===== config.mk =====
export PLATFORM = sky130hd
export DESIGN_NAME = chunked_body_decoder
export DESIGN_NICKNAME = d
export VERILOG_FILES = /design/src/hw/rtl/cbd_pkg.sv /design/src/hw/rtl/cbd_engine.sv /design/src/hw/rtl/chunked_body_decoder.sv
export VERILOG_INCLUDE_DIRS = /design/src /design/src/hw/rtl
export SDC_FILE = /design/constraint.sdc
export NUM_CORES = 1
export LEC_CHECK = 0
export BUFFER_PORTS_ARGS = -buffer_cell sky130_fd_sc_hd__clkbuf_2
export CAP_MARGIN = 30
export CORE_UTILIZATION = 36
export DETAILED_ROUTE_END_ITERATION = 8
export HOLD_SLACK_MARGIN = 0.12
export RECOVER_POWER = 25
export SYNTH_ARGS = -nofsm -noshare
export SYNTH_HDL_FRONTEND = slang
export SYNTH_HIERARCHICAL = 1
export SYNTH_SLANG_ARGS = --single-unit

===== constraint.sdc =====
create_clock -name clk -period 6.5 [get_ports clk]
set_clock_uncertainty 0.2 [all_clocks]
set_input_delay 0.975 -clock clk [delete_from_list [all_inputs] [get_ports clk]]
set_output_delay 0.975 -clock clk [all_outputs]
set_load 0.1 [all_outputs]

===== src/hw/rtl/chunked_body_decoder_assert.svh =====
// ----------------------------------------------------------------------------
// Chunked body decoder assertion macros
// Concurrent checks that drop out of synthesis builds.
// ----------------------------------------------------------------------------
`ifndef CHUNKED_BODY_DECODER_ASSERT_SVH
`define CHUNKED_BODY_DECODER_ASSERT_SVH

`ifndef SYNTHESIS
// antecedent implies consequent in the same cycle
`define CBD_ASSERT_SAME(lbl, clk, rst_n, ante, cons, msg) \
	lbl: assert property (@(posedge clk) disable iff (!rst_n) (ante) |-> (cons)) \
		else $error(msg);
// antecedent implies consequent in the next cycle
`define CBD_ASSERT_NEXT(lbl, clk, rst_n, ante, cons, msg) \
	lbl: assert property (@(posedge clk) disable iff (!rst_n) (ante) |=> (cons)) \
		else $error(msg);
`else
`define CBD_ASSERT_SAME(lbl, clk, rst_n, ante, cons, msg)
`define CBD_ASSERT_NEXT(lbl, clk, rst_n, ante, cons, msg)
`endif

`endif


===== src/hw/rtl/cbd_pkg.sv =====
// ----------------------------------------------------------------------------
// Chunked body decoder package
// Shared types, byte codes and character helpers.
// ----------------------------------------------------------------------------
`default_nettype none

package cbd_pkg;

	localparam int SIZE_BITS_DEF = 32;
	localparam int LIMIT_BITS    = 32;
	localparam int BYTE_BITS     = 8;
	localparam logic [LIMIT_BITS-1:0] LIMIT_RESET = 32'd1000000;

	localparam logic [BYTE_BITS-1:0] CH_TAB = 8'h09;
	localparam logic [BYTE_BITS-1:0] CH_LF  = 8'h0A;
	localparam logic [BYTE_BITS-1:0] CH_VT  = 8'h0B;
	localparam logic [BYTE_BITS-1:0] CH_FF  = 8'h0C;
	localparam logic [BYTE_BITS-1:0] CH_CR  = 8'h0D;
	localparam logic [BYTE_BITS-1:0] CH_SP  = 8'h20;

	typedef enum logic [2:0] {
		PH_HEADER,
		PH_PAYLOAD,
		PH_AFTER,
		PH_AFTER_CR,
		PH_STOPPED
	} phase_t;

	typedef enum logic [2:0] {
		ST_RUN      = 3'd0,
		ST_DONE     = 3'd1,
		ST_BADHDR   = 3'd2,
		ST_OVERFLOW = 3'd3,
		ST_LIMIT    = 3'd4
	} status_t;

	typedef struct packed {
		logic [BYTE_BITS-1:0] out_byte;
		logic                 out_valid;
		status_t              status;
	} result_t;

	typedef struct packed {
		logic       ok;
		logic [3:0] val;
	} hex_t;

	function automatic hex_t hex_decode(input logic [BYTE_BITS-1:0] c);
		hex_t h;
		h.ok  = 1'b1;
		h.val = 4'd0;
		if (c >= 8'h30 && c <= 8'h39) begin
			h.val = 4'(c - 8'h30);
		end else if (c >= 8'h61 && c <= 8'h66) begin
			h.val = 4'(c - 8'h57);
		end else if (c >= 8'h41 && c <= 8'h46) begin
			h.val = 4'(c - 8'h37);
		end else begin
			h.ok = 1'b0;
		end
		return h;
	endfunction

	function automatic logic is_space(input logic [BYTE_BITS-1:0] c);
		return (c == CH_SP) || (c == CH_TAB) || (c == CH_LF) || (c == CH_VT) ||
			(c == CH_FF) || (c == CH_CR);
	endfunction

endpackage

`default_nettype wire


===== src/hw/rtl/cbd_engine.sv =====
// ----------------------------------------------------------------------------
// Chunked body decoder engine
// Decoder state and the per-byte update; result is combinational.
// ----------------------------------------------------------------------------
`default_nettype none

`include "chunked_body_decoder_assert.svh"

module cbd_engine #(
	parameter int SIZE_BITS = cbd_pkg::SIZE_BITS_DEF
) (
	input  wire logic                             clk,
	input  wire logic                             arst_n,
	input  wire logic                             step_en,
	input  wire logic [cbd_pkg::BYTE_BITS-1:0]    in_byte,
	input  wire logic [cbd_pkg::LIMIT_BITS-1:0]   body_limit,
	output cbd_pkg::result_t                      res
);
	import cbd_pkg::*;

	localparam int SUM_BITS = ((SIZE_BITS > LIMIT_BITS) ? SIZE_BITS : LIMIT_BITS) + 1;

	phase_t                phase_q, phase_d;
	status_t               held_q, held_d;
	logic [SIZE_BITS-1:0]  chunk_q, chunk_d;
	logic [SIZE_BITS-1:0]  acc_q, acc_d;
	logic [LIMIT_BITS-1:0] sum_q, sum_d;
	logic                  dig_q, dig_d;
	logic                  ign_q, ign_d;
	logic                  bad_q, bad_d;
	logic                  cr_q, cr_d;

	logic [SUM_BITS-1:0]   sum_w;
	logic [SIZE_BITS-1:0]  chunk_dec;
	logic                  clr, hdr, ign1;
	hex_t                  hx;

	assign sum_w     = SUM_BITS'(sum_q) + SUM_BITS'(acc_q);
	assign chunk_dec = (chunk_q != '0) ? chunk_q - SIZE_BITS'(1) : chunk_q;
	assign hx        = hex_decode(in_byte);

	// next state
	always_comb begin
		phase_d = phase_q;
		held_d  = held_q;
		chunk_d = chunk_q;
		sum_d   = sum_q;
		acc_d   = acc_q;
		dig_d   = dig_q;
		ign_d   = ign_q;
		bad_d   = bad_q;
		cr_d    = cr_q;
		clr     = 1'b0;
		hdr     = 1'b0;
		ign1    = 1'b0;
		unique case (phase_q)
			PH_PAYLOAD: begin
				chunk_d = chunk_dec;
				if (chunk_dec == '0) phase_d = PH_AFTER;
			end
			PH_AFTER: begin
				if (in_byte == CH_CR) begin
					phase_d = PH_AFTER_CR;
				end else if (in_byte == CH_LF) begin
					phase_d = PH_HEADER;
					clr     = 1'b1;
				end else begin
					clr = 1'b1;
					hdr = 1'b1;
				end
			end
			PH_AFTER_CR: begin
				phase_d = PH_HEADER;
				clr     = 1'b1;
				hdr     = (in_byte != CH_LF);
			end
			PH_HEADER: hdr = 1'b1;
			default: ;
		endcase

		if (clr) begin
			acc_d = '0;
			dig_d = 1'b0;
			ign_d = 1'b0;
			bad_d = 1'b0;
			cr_d  = 1'b0;
		end

		if (hdr) begin
			phase_d = PH_HEADER;
			if (cr_d && in_byte == CH_LF) begin
				// end of header line
				acc_d = '0;
				dig_d = 1'b0;
				ign_d = 1'b0;
				bad_d = 1'b0;
				cr_d  = 1'b0;
				if (bad_q || !dig_q) begin
					phase_d = PH_STOPPED;
					held_d  = ST_BADHDR;
				end else if (sum_w > SUM_BITS'(body_limit)) begin
					phase_d = PH_STOPPED;
					held_d  = ST_LIMIT;
				end else if (acc_q == '0) begin
					phase_d = PH_STOPPED;
					held_d  = ST_DONE;
				end else begin
					chunk_d = acc_q;
					sum_d   = sum_w[LIMIT_BITS-1:0];
					phase_d = PH_PAYLOAD;
				end
			end else begin
				// a pending lone CR counts as whitespace of the line
				ign1  = ign_d | (cr_d & dig_d);
				ign_d = ign1;
				cr_d  = (in_byte == CH_CR);
				if (in_byte != CH_CR && !ign1) begin
					if (hx.ok) begin
						if (acc_d[SIZE_BITS-1 -: 4] != 4'd0) begin
							phase_d = PH_STOPPED;
							held_d  = ST_OVERFLOW;
						end else begin
							acc_d = {acc_d[SIZE_BITS-5:0], hx.val};
							dig_d = 1'b1;
						end
					end else if (is_space(in_byte)) begin
						if (dig_d) ign_d = 1'b1;
					end else begin
						bad_d = 1'b1;
						ign_d = 1'b1;
					end
				end
			end
		end
	end

	// result
	always_comb begin
		res.out_valid = (phase_q == PH_PAYLOAD);
		res.out_byte  = (phase_q == PH_PAYLOAD) ? in_byte : '0;
		res.status    = (phase_d == PH_STOPPED) ? held_d : ST_RUN;
	end

	always_ff @(posedge clk or negedge arst_n) begin
		if (!arst_n) begin
			phase_q <= PH_HEADER;
			held_q  <= ST_RUN;
			chunk_q <= '0;
			acc_q   <= '0;
			sum_q   <= '0;
			dig_q   <= 1'b0;
			ign_q   <= 1'b0;
			bad_q   <= 1'b0;
			cr_q    <= 1'b0;
		end else if (step_en) begin
			phase_q <= phase_d;
			held_q  <= held_d;
			chunk_q <= chunk_d;
			acc_q   <= acc_d;
			sum_q   <= sum_d;
			dig_q   <= dig_d;
			ign_q   <= ign_d;
			bad_q   <= bad_d;
			cr_q    <= cr_d;
		end
	end

	`CBD_ASSERT_NEXT(a_stop_holds, clk, arst_n, phase_q == PH_STOPPED, phase_q == PH_STOPPED, "stopped state left")
	`CBD_ASSERT_SAME(a_stop_status, clk, arst_n, phase_q == PH_STOPPED, held_q != ST_RUN, "stopped without status")
	`CBD_ASSERT_SAME(a_payload_left, clk, arst_n, phase_q == PH_PAYLOAD, chunk_q != '0, "payload with empty chunk")
	`CBD_ASSERT_SAME(a_ignore_cause, clk, arst_n, ign_q && !bad_q, dig_q, "line ignored without digits")

endmodule

`default_nettype wire


===== src/hw/rtl/chunked_body_decoder.sv =====
// ----------------------------------------------------------------------------
// Chunked body decoder
// Decodes an HTTP/1.1 chunked body, one byte per word.
// ----------------------------------------------------------------------------
// Input stream: s_tdata[7:0] is the raw body byte. Output stream: one word per
// input word; m_tdata[7:0] is the payload byte (zero when not payload),
// m_tuser[0] flags payload, m_tuser[3:1] is the status (0 running,
// 1 complete, 2 bad header, 3 size overflow, 4 limit exceeded).
// cfg_data sets the body limit; cfg_ready is always high. Write it only
// while no word is in flight.
// A word accepted into the input register is decoded from there, and the
// decode logic loads the result into the output register, raising m_tvalid.
// Throughput is one word per cycle while the receiver keeps m_tready high.
// When the receiver stalls, the output register holds its word and the
// input register fills; s_tready drops once both are full.
// Reset empties both registers, returns to the header phase and sets the
// body limit to 1000000. Complete and error states hold until reset.
`default_nettype none

module chunked_body_decoder #(
	parameter int SIZE_BITS = cbd_pkg::SIZE_BITS_DEF
) (
	input  wire logic        clk,
	input  wire logic        arst_n,
	input  wire logic        s_tvalid,
	output logic             s_tready,
	input  wire logic [7:0]  s_tdata,   // in_byte
	output logic             m_tvalid,
	input  wire logic        m_tready,
	output logic [7:0]       m_tdata,   // out_byte
	output logic [3:0]       m_tuser,   // out_valid, status[2:0]
	input  wire logic        cfg_valid,
	output logic             cfg_ready,
	input  wire logic [31:0] cfg_data
);
	import cbd_pkg::*;

	logic                  valid_s1;
	logic [BYTE_BITS-1:0]  byte_s1;
	logic                  m_valid_q;
	result_t               res_q;
	result_t               res;
	logic                  advance;
	logic [LIMIT_BITS-1:0] limit_q;

	assign advance   = valid_s1 && (!m_valid_q || m_tready);
	assign s_tready  = !valid_s1 || advance;
	assign cfg_ready = 1'b1;
	assign m_tvalid  = m_valid_q;
	assign m_tdata   = res_q.out_byte;
	assign m_tuser   = {res_q.status, res_q.out_valid};

	always_ff @(posedge clk or negedge arst_n) begin
		if (!arst_n) begin
			limit_q <= LIMIT_RESET;
		end else if (cfg_valid && cfg_ready) begin
			limit_q <= cfg_data;
		end
	end

	always_ff @(posedge clk or negedge arst_n) begin
		if (!arst_n) begin
			valid_s1 <= 1'b0;
		end else if (s_tready) begin
			valid_s1 <= s_tvalid;
		end
	end

	always_ff @(posedge clk) begin
		if (s_tready && s_tvalid) byte_s1 <= s_tdata;
	end

	always_ff @(posedge clk or negedge arst_n) begin
		if (!arst_n) begin
			m_valid_q <= 1'b0;
		end else if (advance) begin
			m_valid_q <= 1'b1;
		end else if (m_tready) begin
			m_valid_q <= 1'b0;
		end
	end

	always_ff @(posedge clk) begin
		if (advance) res_q <= res;
	end

	cbd_engine #(
		.SIZE_BITS (SIZE_BITS)
	) u_engine (
		.clk        (clk),
		.arst_n     (arst_n),
		.step_en    (advance),
		.in_byte    (byte_s1),
		.body_limit (limit_q),
		.res        (res)
	);

endmodule

`default_nettype wire


==> impl_summary.log, run 1 <==
[metrics] total die area: slightly above 30,000 µm²
[metrics] floorplan row count: 62
[metrics] Slew Viols, Final: just under 90
[metrics] post-synth net total: about 1,300
[metrics] via count of the first global-routing pass: approximately 8,800
[metrics] Post-Synthesis Mean Instance Area: roughly 9.4 µm²
[metrics] Tightest Pin Transition: 4.207 ns
[metrics] count of boundary I/O pins: 60
[metrics] number of antenna violations at the first check in global routing: 0
[metrics] Final setup viols: 0
[metrics] area of the mapped netlist: 10,710 µm²
[metrics] most used cells in the layout excluding fill and tap cells: dfrtp_1, nand2_1, inv_1, ha_1, nor2_1
[metrics] internal power of the cells: around 1700 µW
[metrics] HPWL after DPL: between 20,000 and 25,000 µm
[metrics] Clock Sink Count: 160
[metrics] height of the die: ~170 µm
[metrics] CP endpoint kind: flop
[metrics] buffers inserted by post-CTS timing repair: 0
[metrics] Power per Cell Area: ~190 nW/µm²
[metrics] most common library cell in the layout ignoring fill and taps: dfrtp_1
[metrics] final period utilization: roughly 90%
[metrics] Post-synth top flop: dfrtp_1
[metrics] Static Leak: around 0.0056 µW
[metrics] Synth async-reset ratio: between 80 and 90%
[metrics] CTS tree: built
[metrics] via count: 8,998
[metrics] violated checks: capacitance limit, slew limit
[metrics] number of I/O port buffers: 58
[metrics] total wire length: 28,650 µm
[metrics] Unique masters post-synth: a little over 80
[metrics] RSZ-0062 raised after global routing: no
[metrics] setup tns final: 0 ns
[metrics] Worst Slack Setup Final: around 0.61 ns
[metrics] detailed-router iteration count before antenna repair: 5
[metrics] number of cells on the worst hold path: 2
[metrics] path depth of the worst reg2reg path: 19
[metrics] Slew HR: -180.5%
[metrics] signed area change from the synthesized netlist to the final layout: 11.55%
[metrics] sequential group share of total power: between 40% and 50%
[metrics] Setup Slack @ Placement: ~0.64 ns
[metrics] required time worst endpoint: around 6.6 ns
[metrics] routed vias/inst: about 5.7
[metrics] Placeable Area: 29,010 µm²
[metrics] number of remaining DRC errors: 0
[metrics] die boundary width: 174.4 µm
[metrics] grt ovf: 0
[metrics] switching share of power: about a quarter
[metrics] category of the most critical setup path: flop to flop
[metrics] endpoints failing hold: 0
[metrics] CTS Root Buffer Type: clkbuf_16
[metrics] nets: approximately 1,300
[metrics] count of state elements after synthesis: 160
[metrics] number of synthesized flops with an enable pin: 20
[metrics] arrival time of data at the critical path endpoint: 6.00 ns
[metrics] Longest Clk Path Bufs: 2
[metrics] largest driver fanout on the critical path: 21
[metrics] CTS buffer count: 17
[metrics] per-cell routed wire length: roughly 18 µm
[metrics] Clock transition at path regs: roughly 0.070 ns
[metrics] number of buffers inserted for hold repair after clock tree synthesis: 0
[metrics] maximum number of pins on one net before global-route repair: 89
[metrics] synthesized instance count: roughly 1,100
[metrics] starting utilization of the core area: between 30% and 40%
[metrics] Combinational Power Share: ~8.4%
[metrics] warnings from Yosys: 6
[metrics] global-route usage over all layers: approximately a fifth
[metrics] number of maximum-capacitance violations: 1
[metrics] # H-tree levels: 4
[metrics] clock group share of total power: ~45%
[metrics] total inserted antenna cells: 0
[metrics] crit path launch type: flop
[metrics] IR drop worst, VDD: 160.0 µV
[metrics] f_max: about 170 MHz
[metrics] global-route wire length before repair: 46,850 µm
[metrics] post-cts gate resize count: 0
[metrics] P_sw: 605.9 µW
[metrics] path type of the worst min-delay path: flop to flop
[metrics] status: complete, but fails checks
[metrics] register area share after synthesis: about two fifths
[metrics] shortest period the worst path allows: roughly 5.9 ns
[metrics] starting DRC count in detailed routing: 627
[metrics] share of final-layout standard cells stronger than drive strength 1: 14.59%
[metrics] RePlAce Congestion: 0.8862
[metrics] Final ANT Viol Nets: 0
[metrics] Clk Latency, worst-skew pair: approximately 0.43 ns
## cell families after synthesis
logic type	Yosys count	share of synthesized area, %
compound gates	312	20.00
xor+xnor	34	2.782
fa+ha+maj	72	8.485
buf+inv	127	5.189
flops	160	38.42
mux	50	6.253
other cells	1	0.03503
simple gates	387	18.84
## critical path, cell delays in order (launching register included)
cell	delay [ns]
dfrtp_1	0.42
ha_1	0.23
inv_1	0.07
fa_1	0.39
nor2b_1	0.24
o31ai_1	0.13
a2111oi_0	0.65
nand3b_1	0.38
nand2_1	0.12
xnor2_1	0.18
ha_1	0.31
nand4_1	0.14
or4_1	0.57
a31oi_1	0.16
o31ai_1	0.14
a21oi_1	0.58
nor3_2	0.10
buf_4	0.24
or3_1	0.37
o2111a_1	0.14
## cell usage after synthesis (7+ instances only)
master	number	area [µm²]
a211oi_1	11	82.58
a21o_1	20	150.1
a21oi_1	55	275.3
a22o_1	25	219.0
a22oi_1	12	90.09
a2bb2oi_1	14	122.6
a31oi_1	7	43.79
and2_1	12	75.07
and3_1	14	87.58
buf_2	9	45.04
clkbuf_1	39	146.4
dfrtp_1	133	3328
dfstp_2	7	183.9
edfxtp_1	20	600.6
ha_1	71	888.4
inv_1	71	266.5
mux2_2	15	168.9
mux2_4	30	450.4
nand2_1	98	367.9
nand2b_1	16	100.1
nand3_1	25	125.1
nand4_1	19	118.9
nor2_1	71	266.5
nor2b_1	17	106.4
nor3_1	38	190.2
nor4_1	25	156.4
o211ai_1	7	52.55
o21a_1	17	127.6
o21ai_0	65	325.3
o22ai_1	16	100.1
o31ai_1	12	90.09
or3_1	13	81.33
xnor2_1	26	227.7
xor2_1	8	70.07
## sequential cells by signal (all words and copies together), names as in the netlist
| signal | flops |
|---|---|
| byte_s1 | 8 |
| limit_q | 32 |
| m_tdata | 8 |
| m_tuser | 4 |
| m_tvalid | 1 |
| u_engine/acc_q | 32 |
| u_engine/bad_q | 1 |
| u_engine/chunk_q | 32 |
| u_engine/cr_q | 1 |
| u_engine/dig_q | 1 |
| u_engine/held_q | 3 |
| u_engine/ign_q | 1 |
| u_engine/phase_q | 3 |
| u_engine/sum_q | 32 |
| valid_s1 | 1 |
## final cells by class
class	instances	area, µm²
clock buffer	17	425.4
clock inverter	15	173.9
fill	2891	17070
inverter	72	270.3
multi-input combinational	856	6046
sequential	160	4113
tap	384	480.5
timing repair buffer	73	432.9
## per-stage QoR
| step | hold slack (ns) | instance area [µm²] | utilization, % | instances | power, µW |
|---|---|---|---|---|---|
| final | 0.2767 | 11940 | 41.16 | 1577 | 2299 |
| after CTS | 0.2786 | 11950 | 41.17 | 1577 | 2329 |
| after global placement | 0.2578 | 11300 | 38.96 | 1543 | 1278 |
| after detailed placement | 0.2639 | 11350 | 39.11 | 1545 | 1282 |
| after floorplan | 0.2428 | 10710 | - | 1143 | 1218 |
| after global routing | 0.3001 | 11940 | 41.16 | 1577 | 2381 |
## power groups by stage
stage / registers (µW) / logic [µW] / clock network, µW
finish: 1060 / 194 / 1040
global placement: 1080 / 194 / 0
detailed placement: 1080 / 197 / 0
CTS: 1070 / 198 / 1070
floorplan: 1110 / 104 / 0
global route: 1070 / 213 / 1100
## metal layers
layer,routed length (µm),global-route usage [%],vias up
met2,13080,30.71,259
li1,-,-,4318
met4,799,7.346,0
met3,1175,3.281,35
met5,0,0,-
met1,13590,26.48,4386
## path summary, 6_finish.rpt
check | startpoint | to | slack [ns]
setup / recovery | u_engine/acc_q[0] | u_engine/chunk_q[22] | 0.61
hold / removal | u_engine/sum_q[17] | u_engine/sum_q[17] | 0.28
setup reg to reg | u_engine/acc_q[0] | u_engine/chunk_q[22] | 0.61
hold reg to reg | u_engine/sum_q[17] | u_engine/sum_q[17] | 0.28
max in group asynchronous | arst_n | u_engine/sum_q[14] | 1.65
min in group asynchronous | arst_n | u_engine/chunk_q[8] | 2.06
Power figures use the tool's default switching activity.
==> inputs of run 2 (changes only) <==
--- a/config.mk
+++ b/config.mk
@@ -11,6 +11,7 @@
 export CORE_UTILIZATION = 36
 export DETAILED_ROUTE_END_ITERATION = 8
 export HOLD_SLACK_MARGIN = 0.12
+export MAX_ROUTING_LAYER = met4
 export RECOVER_POWER = 25
 export SYNTH_ARGS = -nofsm -noshare
 export SYNTH_HDL_FRONTEND = slang
==> run 2 against run 1 <==
The run still ends with capacitance limit, slew limit left. Worst hold slack got worse by 0.0055 ns. Critical path depth did not move. Global-route usage up 0.57 points. Routed wire length decreased by 0.24%. Non-clock buffer count unchanged. Combinational power is essentially flat. Die area stayed put. Via count fell by 0.54%. Power hardly changed. Flip-flop and latch count unchanged. Setup slack better by 0.027 ns. Final area is the same.
==> impl_summary.log, run 2 (synthesis results as in run 1) <==
[metrics] critical path's largest stage delay: 0.67 ns (+0.02 ns)
[metrics] Static Leak: 0.005560 µW (unchanged)
[metrics] CP endpoint kind: flop
[metrics] floorplan row count: 62 (unchanged)
[metrics] critical register-to-register path startpoint: u_engine/acc_q[0]
[metrics] final design area excluding fillers: 11,940 µm² (unchanged)
[metrics] clock group share of total power: 45.3% (about the same)
[metrics] status: complete, but fails checks
[metrics] Clk Latency, worst-skew pair: 0.43 ns (about the same)
[metrics] starting utilization of the core area: 36.90% (unchanged)
[metrics] filler cell count: 2,891 (unchanged)
[metrics] violated checks: capacitance limit, slew limit
[metrics] P_sw: 606.9 µW (+0.17%)
[metrics] Longest Clk Path Bufs: 2 (unchanged)
[metrics] switching share of power: 26.39% (+0.034 points)
[metrics] global-route usage over all layers: 20.00% (+0.57 points)
[metrics] RSZ-0062 raised after global routing: no
[metrics] internal power of the cells: 1693 µW (about the same)
[metrics] Multi-input gate area: 6046 µm² (unchanged)
[metrics] share of final-layout standard cells stronger than drive strength 1: 14.59% (unchanged)
[metrics] total die area: 30,430 µm² (unchanged)
[metrics] count of boundary I/O pins: 60 (unchanged)
[metrics] global-route wire length before repair: 46,810 µm (about the same)
[metrics] path type of the worst min-delay path: flop to flop
[metrics] total wire length: 28,580 µm (-0.24%)
[metrics] required time worst endpoint: 6.61 ns (about the same)
[metrics] most used cells in the layout excluding fill and tap cells: dfrtp_1, nand2_1, inv_1, ha_1, nor2_1
[metrics] crit path launch type: flop
[metrics] Slew HR: -180.7% (-0.21 points)
[metrics] Final ANT Viol Nets: 0 (unchanged)
[metrics] Critical-path top delay cell: a2111oi_0
[metrics] detailed-router iteration count before antenna repair: 5 (unchanged)
[metrics] via count of the first global-routing pass: 8,830 (+0.10%)
[metrics] Placeable Area: 29,010 µm² (unchanged)
[metrics] number of maximum-capacitance violations: 1 (unchanged)
[metrics] arrival time of data at the critical path endpoint: 5.97 ns (-0.03 ns)
[metrics] cell-by-cell listing of the critical path: ha_1, inv_1, fa_1, nor2b_1, o31ai_1, a2111oi_0, nand3b_1, nand2_1, xnor2_1, ha_1, nand4_1, or4_1, a31oi_1, o31ai_1, a21oi_1, nor3_2, buf_4, or3_1, o2111a_1
[metrics] routed vias/inst: 5.675 (-0.54%)
[metrics] endpoints failing hold: 0 (unchanged)
[metrics] largest driver fanout on the critical path: 21 (unchanged)
[metrics] number of remaining DRC errors: 0 (unchanged)
[metrics] number of I/O port buffers: 58 (unchanged)
[metrics] grt ovf: 0 (unchanged)
[metrics] RePlAce Congestion: 0.9044 (+2.1%)
[metrics] per-cell routed wire length: 18.12 µm (-0.24%)
[metrics] HP Start: u_engine/sum_q[17]
[metrics] placement-stage cell area: 11,350 µm² (unchanged)
[metrics] final period utilization: 90.13% (-0.41 points)
[metrics] setup tns final: 0 ns (unchanged)
[metrics] via count: 8,949 (-0.54%)
[metrics] number of buffers inserted for hold repair after clock tree synthesis: 0 (unchanged)
[metrics] nets: 1,297 (unchanged)
[metrics] Layout Cells excl Fill: 1,577 (unchanged)
[metrics] core occupancy in the finished layout: 41.16% (unchanged)
[metrics] number of instances in the placed design: 1,545 (unchanged)
[metrics] total inserted antenna cells: 0 (unchanged)
[metrics] die boundary width: 174.4 µm (unchanged)
[metrics] Tightest Pin Transition: 4.210 ns (+0.003110 ns)
[metrics] CTS tree: built
[metrics] HPWL after DPL: 20,870 µm (unchanged)
[metrics] most common library cell in the layout ignoring fill and taps: dfrtp_1
[metrics] shortest period the worst path allows: 5.858 ns (-0.02688 ns)
[metrics] number of antenna violations at the first check in global routing: 0 (unchanged)
[metrics] height of the die: 174.4 µm (unchanged)
[metrics] Power per Cell Area: 192.6 nW/µm² (about the same)
[metrics] critical path launch point: u_engine/acc_q[0]
[metrics] FF+latch area: 4113 µm² (unchanged)
[metrics] maximum number of pins on one net before global-route repair: 89 (unchanged)
[metrics] CTS Root Buffer Type: clkbuf_16
[metrics] starting DRC count in detailed routing: 642 (+2.4%)
[metrics] Combinational Power Share: 8.4% (about the same)
[metrics] sequential group share of total power: 46.3% (about the same)
[metrics] post-cts gate resize count: 0 (unchanged)
[metrics] # H-tree levels: 4 (unchanged)
[metrics] CTS buffer count: 17 (unchanged)
[metrics] Final setup viols: 0 (unchanged)
[metrics] f_max: 170.7 MHz (+0.46%)
[metrics] category of the most critical setup path: flop to flop
[metrics] Clock transition at path regs: 0.07 ns (about the same)
[metrics] signed area change from the synthesized netlist to the final layout: 11.55% (unchanged)
[metrics] IR drop worst, VDD: 161.3 µV (+0.79%)
[metrics] Slew Viols, Final: 89 (unchanged)
[metrics] buffers inserted by post-CTS timing repair: 0 (unchanged)
[metrics] Clock Sink Count: 160 (unchanged)
[run 2: cell counts in the layout (fill, tap and decap cells not counted)]
No cell type changed its count.
[run 2: final timing paths]
kind	end	slack, ns	cells after the start
max in group asynchronous	u_engine/sum_q[14]	1.65	1
min	u_engine/sum_q[17]	0.27	2
min in group asynchronous	u_engine/chunk_q[8]	2.06	1
min reg2reg	u_engine/sum_q[17]	0.27	2
max reg2reg	u_engine/chunk_q[22]	0.64	19
max	u_engine/chunk_q[22]	0.64	19
[run 2: cell type report]
cell class	instances	share of cell area, %
Sequential cell	160	34.44
Inverter	72	2.263
Timing Repair Buffer	73	3.625
Clock inverter	15	1.456
Clock buffer	17	3.562
Tap cell	384	4.023
Multi-Input combinational cell	856	50.63
[run 2: worst max-delay path, delay by kind of cell, from the launching register on]
| kind | cells | cell delay, ns |
|---|---|---|
| xor gates and xnor gates | 1 | 0.18 |
| and+or+nand+nor | 7 | 1.91 |
| AOI/OAI and AO/OA | 6 | 1.79 |
| buffers and inverters | 2 | 0.31 |
| DFF | 1 | 0.42 |
| adders and majority gates | 3 | 0.93 |
[run 2: stage by stage]
stage | power [µW] | hold slack (ns) | setup WS, ns
after global placement | 1278 | 0.2578 | 0.7067
final | 2300 | 0.2712 | 0.6417
after CTS | 2329 | 0.2786 | 0.6242
after detailed placement | 1282 | 0.2639 | 0.6352
after global routing | 2380 | 0.3001 | 0.2531
after floorplan | 1218 | 0.2428 | 1.497
[run 2: power groups by stage]
stage | clock network, µW | registers (µW) | logic, µW
2_1_floorplan | 0 | 1110 | 104
3_3_place_gp | 0 | 1080 | 194
3_5_place_dp | 0 | 1080 | 197
4_1_cts | 1070 | 1070 | 198
5_1_grt | 1100 | 1070 | 213
6_report | 1040 | 1060 | 194
[run 2: layer usage]
layer	global-route usage, %	routed length (µm)	vias up
li1	-	-	4315
met1	26.41	13450	4344
met2	30.73	13070	249
met3	3.281	1244	41
met4	7.346	808	0
met5	-	0	-
==> inputs of run 3 (changes only) <==
--- a/config.mk
+++ b/config.mk
@@ -6,12 +6,13 @@
 export SDC_FILE = /design/constraint.sdc
 export NUM_CORES = 1
 export LEC_CHECK = 0
-export BUFFER_PORTS_ARGS = -buffer_cell sky130_fd_sc_hd__clkbuf_2
 export CAP_MARGIN = 30
-export CORE_UTILIZATION = 36
+export CORE_UTILIZATION = 55
 export DETAILED_ROUTE_END_ITERATION = 8
+export DONT_BUFFER_PORTS = 1
 export HOLD_SLACK_MARGIN = 0.12
 export MAX_ROUTING_LAYER = met4
+export PLACE_DENSITY = 0.7
 export RECOVER_POWER = 25
 export SYNTH_ARGS = -nofsm -noshare
 export SYNTH_HDL_FRONTEND = slang
==> run 3 against run 2 <==
Worst hold slack lost 0.078 ns. Flip-flop and latch count is the same. Power shrank 3.6%. Cell count shrank 12%. Fmax shrank 0.53%. The run still ends with capacitance limit, slew limit left. Count of clock-buffer cells in the layout grew 6. Register-to-register slack lost 0.03 ns. Routed wire length shrank 4.3%. Clock power shrank 4%. Via count shrank 0.40%. Utilization grew 19 points. Combinational power shrank 41%. Largest power group unchanged.
==> impl_summary.log, run 3 (synthesis results as in run 1) <==
[metrics] status: complete, but fails checks
[metrics] violated checks: capacitance limit, slew limit
[metrics] Final setup viols: 0 (unchanged)
[metrics] crit path launch type: flop
[metrics] signed area change from the synthesized netlist to the final layout: 5.774%
[metrics] routed length on met1: 12,540 µm (-6.8%)
[metrics] sum of internal, switching and leakage power: 2217 µW (-3.6%)
[metrics] global-route wire length before repair: 45,100 µm (-3.7%)
[metrics] via count of the first global-routing pass: 8,430 (-4.5%)
[metrics] floorplan row count: 50 (-19%)
[metrics] Slew Viols, Final: 134 (+51%)
[metrics] grt ovf: 0 (unchanged)
[metrics] Final ANT Viol Nets: 0 (unchanged)
[metrics] f_max: 169.8 MHz (-0.53%)
[metrics] uppermost metal layer occupied by signal nets: met4
[metrics] Clock Sink Count: 160 (unchanged)
[metrics] RePlAce Congestion: 0.9941 (+9.9%)
[metrics] Clock transition at path regs: 0.06 ns (about the same)
[metrics] CTS buffer count: 17 (unchanged)
[metrics] arrival time of data at the critical path endpoint: 6.00 ns (+0.03 ns)
[metrics] Static Leak: 0.005156 µW (-7.3%)
[metrics] met3 layer wire length in the routed design: 1742 µm (+40%)
[metrics] reg2reg setup slack: 0.61 ns (-0.03 ns)
[metrics] critical register-to-register path startpoint: u_engine/acc_q[0]
[metrics] share of final-layout standard cells stronger than drive strength 1: 7.244% (-7.3 points)
[metrics] most used cells in the layout excluding fill and tap cells: dfrtp_1, nand2_1, inv_1, ha_1, nor2_1
[metrics] height of the die: 141.5 µm (-19%)
[metrics] number of buffers inserted for hold repair after clock tree synthesis: 1 (+1)
[metrics] global-route usage over all layers: 29.90% (+9.9 points)
[metrics] number of instances in the placed design: 1,359 (-12%)
[metrics] required time worst endpoint: 6.61 ns (about the same)
[metrics] post-cts gate resize count: 0 (unchanged)
[metrics] # H-tree levels: 4 (unchanged)
[metrics] starting DRC count in detailed routing: 963 (+50%)
[metrics] maximum number of pins on one net before global-route repair: 134 (+51%)
[metrics] Power per Cell Area: 195.8 nW/µm² (+1.7%)
[metrics] number of maximum-capacitance violations: 1 (unchanged)
[metrics] HPWL after DPL: 19,410 µm (-7.0%)
[metrics] routed vias/inst: 6.403 (+13%)
[metrics] Longest Clk Path Bufs: 2 (unchanged)
[metrics] Clk Latency, worst-skew pair: 0.43 ns (about the same)
[metrics] via count: 8,913 (-0.40%)
[metrics] endpoints failing hold: 0 (unchanged)
[metrics] most common library cell in the layout ignoring fill and taps: dfrtp_1
[metrics] CP endpoint kind: flop
[metrics] number of antenna violations at the first check in global routing: 0 (unchanged)
[metrics] filler cell count: 1,661 (-43%)
[metrics] detailed-router iteration count before antenna repair: 7 (+2)
[metrics] routed length on met2: 12,390 µm (-5.2%)
[metrics] die boundary width: 141.5 µm (-19%)
[metrics] per-cell routed wire length: 19.65 µm (+8.5%)
[metrics] path type of the worst min-delay path: input pin to asynchronous set/reset pin
[metrics] Tightest Pin Transition: 3.378 ns (-0.8320 ns)
[metrics] CTS Root Buffer Type: clkbuf_16
[metrics] Layout Cells excl Fill: 1,392 (-12%)
[metrics] total die area: 20,030 µm² (-34%)
[metrics] total wire length: 27,360 µm (-4.3%)
[metrics] number of remaining DRC errors: 0 (unchanged)
[metrics] number of I/O port buffers: 0 (-100%)
[metrics] total inserted antenna cells: 0 (unchanged)
[metrics] setup tns final: 0 ns (unchanged)
[metrics] path depth of the worst reg2reg path: 20 (+1)
[metrics] category of the most critical setup path: flop to flop
[metrics] count of boundary I/O pins: 60 (unchanged)
[metrics] final period utilization: 90.61% (+0.48 points)
[metrics] Multi-input gate area: 5933 µm² (-1.9%)
[metrics] largest driver fanout on the critical path: 21 (unchanged)
[metrics] core occupancy in the finished layout: 59.93% (+19 points)
[metrics] RSZ-0062 raised after global routing: no
[metrics] critical register-to-register path endpoint: u_engine/chunk_q[20]
[metrics] starting utilization of the core area: 56.66% (+20 points)
[metrics] FF+latch area: 4113 µm² (unchanged)
[metrics] IR drop worst, VDD: 178.3 µV (+11%)
[metrics] nets: 1,236 (-4.7%)
[metrics] Placeable Area: 18,890 µm² (-35%)
[metrics] buffers inserted by post-CTS timing repair: 0 (unchanged)
[metrics] CTS tree: built
[metrics] Slew HR: -125.2% (+55 points)
[metrics] shortest period the worst path allows: 5.889 ns (+0.03108 ns)
run 3: cell types whose count changed in the layout (fill, tap and decap cells not counted), sizes merged:
cell,delta
buf,-4
clkbuf,-50
inv,-6
clkdlybuf4s25,-1
clkinvlp,+3
clkinv,-3
run 3: critical path, cell delays in order (launching register included):
cell and delay [ns]:
dfrtp_1 0.41, ha_1 0.23, inv_1 0.07, fa_1 0.40, nor2b_1 0.22, o31ai_1 0.11, a2111oi_0 0.72, nand3b_1 0.33
a31o_2 0.19, a21oi_1 0.07, xnor2_1 0.24, ha_1 0.29, a21o_1 0.18, a21o_1 0.17, a211o_1 0.29, a311oi_1 0.33
a21oi_1 0.27, nor3_2 0.24, buf_4 0.27, nand2_1 0.18, o221a_2 0.35
run 3: cell type report:
| cell class | instances | share of cell area [%] |
|---|---|---|
| clock buffer | 23 | 4.133 |
| sequential | 160 | 36.32 |
| timing repair buffer | 12 | 0.9061 |
| tap | 260 | 2.873 |
| inverter | 72 | 2.387 |
| clock inverter | 9 | 0.9834 |
| multi-input combinational | 856 | 52.40 |
run 3: worst max path at each step:
stage	cells after the start	startpoint	to
2_1_floorplan	20	u_engine/acc_q[0]	u_engine/chunk_q[20]
3_3_place_gp	19	u_engine/acc_q[0]	u_engine/chunk_q[22]
3_5_place_dp	20	u_engine/acc_q[0]	u_engine/chunk_q[20]
4_1_cts	20	u_engine/acc_q[0]	u_engine/chunk_q[20]
5_1_grt	19	u_engine/acc_q[0]	u_engine/chunk_q[25]
6_report	20	u_engine/acc_q[0]	u_engine/chunk_q[20]
run 3: metal layers:
layer / global-route usage, % / up-vias
li1: - / 4191
met1: 41.18 / 4324
met2: 45.62 / 349
met3: 3.881 / 49
met4: 10.30 / 0
met5: - / -
run 3: per-stage QoR:
stage          cell area (µm²)  hold WS, ns  setup slack [ns]
2_1_floorplan            10710       0.2428             1.497
3_3_place_gp             10820       0.2544            0.8122
3_5_place_dp             10850       0.2605            0.6645
4_1_cts                  11460       0.1803            0.6105
5_1_grt                  11320       0.1729            0.2046
6_report                 11320       0.1928            0.6106
run 3: power breakdown:
part           switching (µW)  total [µW]  internal, µW  leakage, µW
combinational            77.0         115          38.2      0.00289
sequential               53.3        1100          1050      0.00200
clock                     414        1000           587     0.000266
total                     544        2220          1670      0.00516
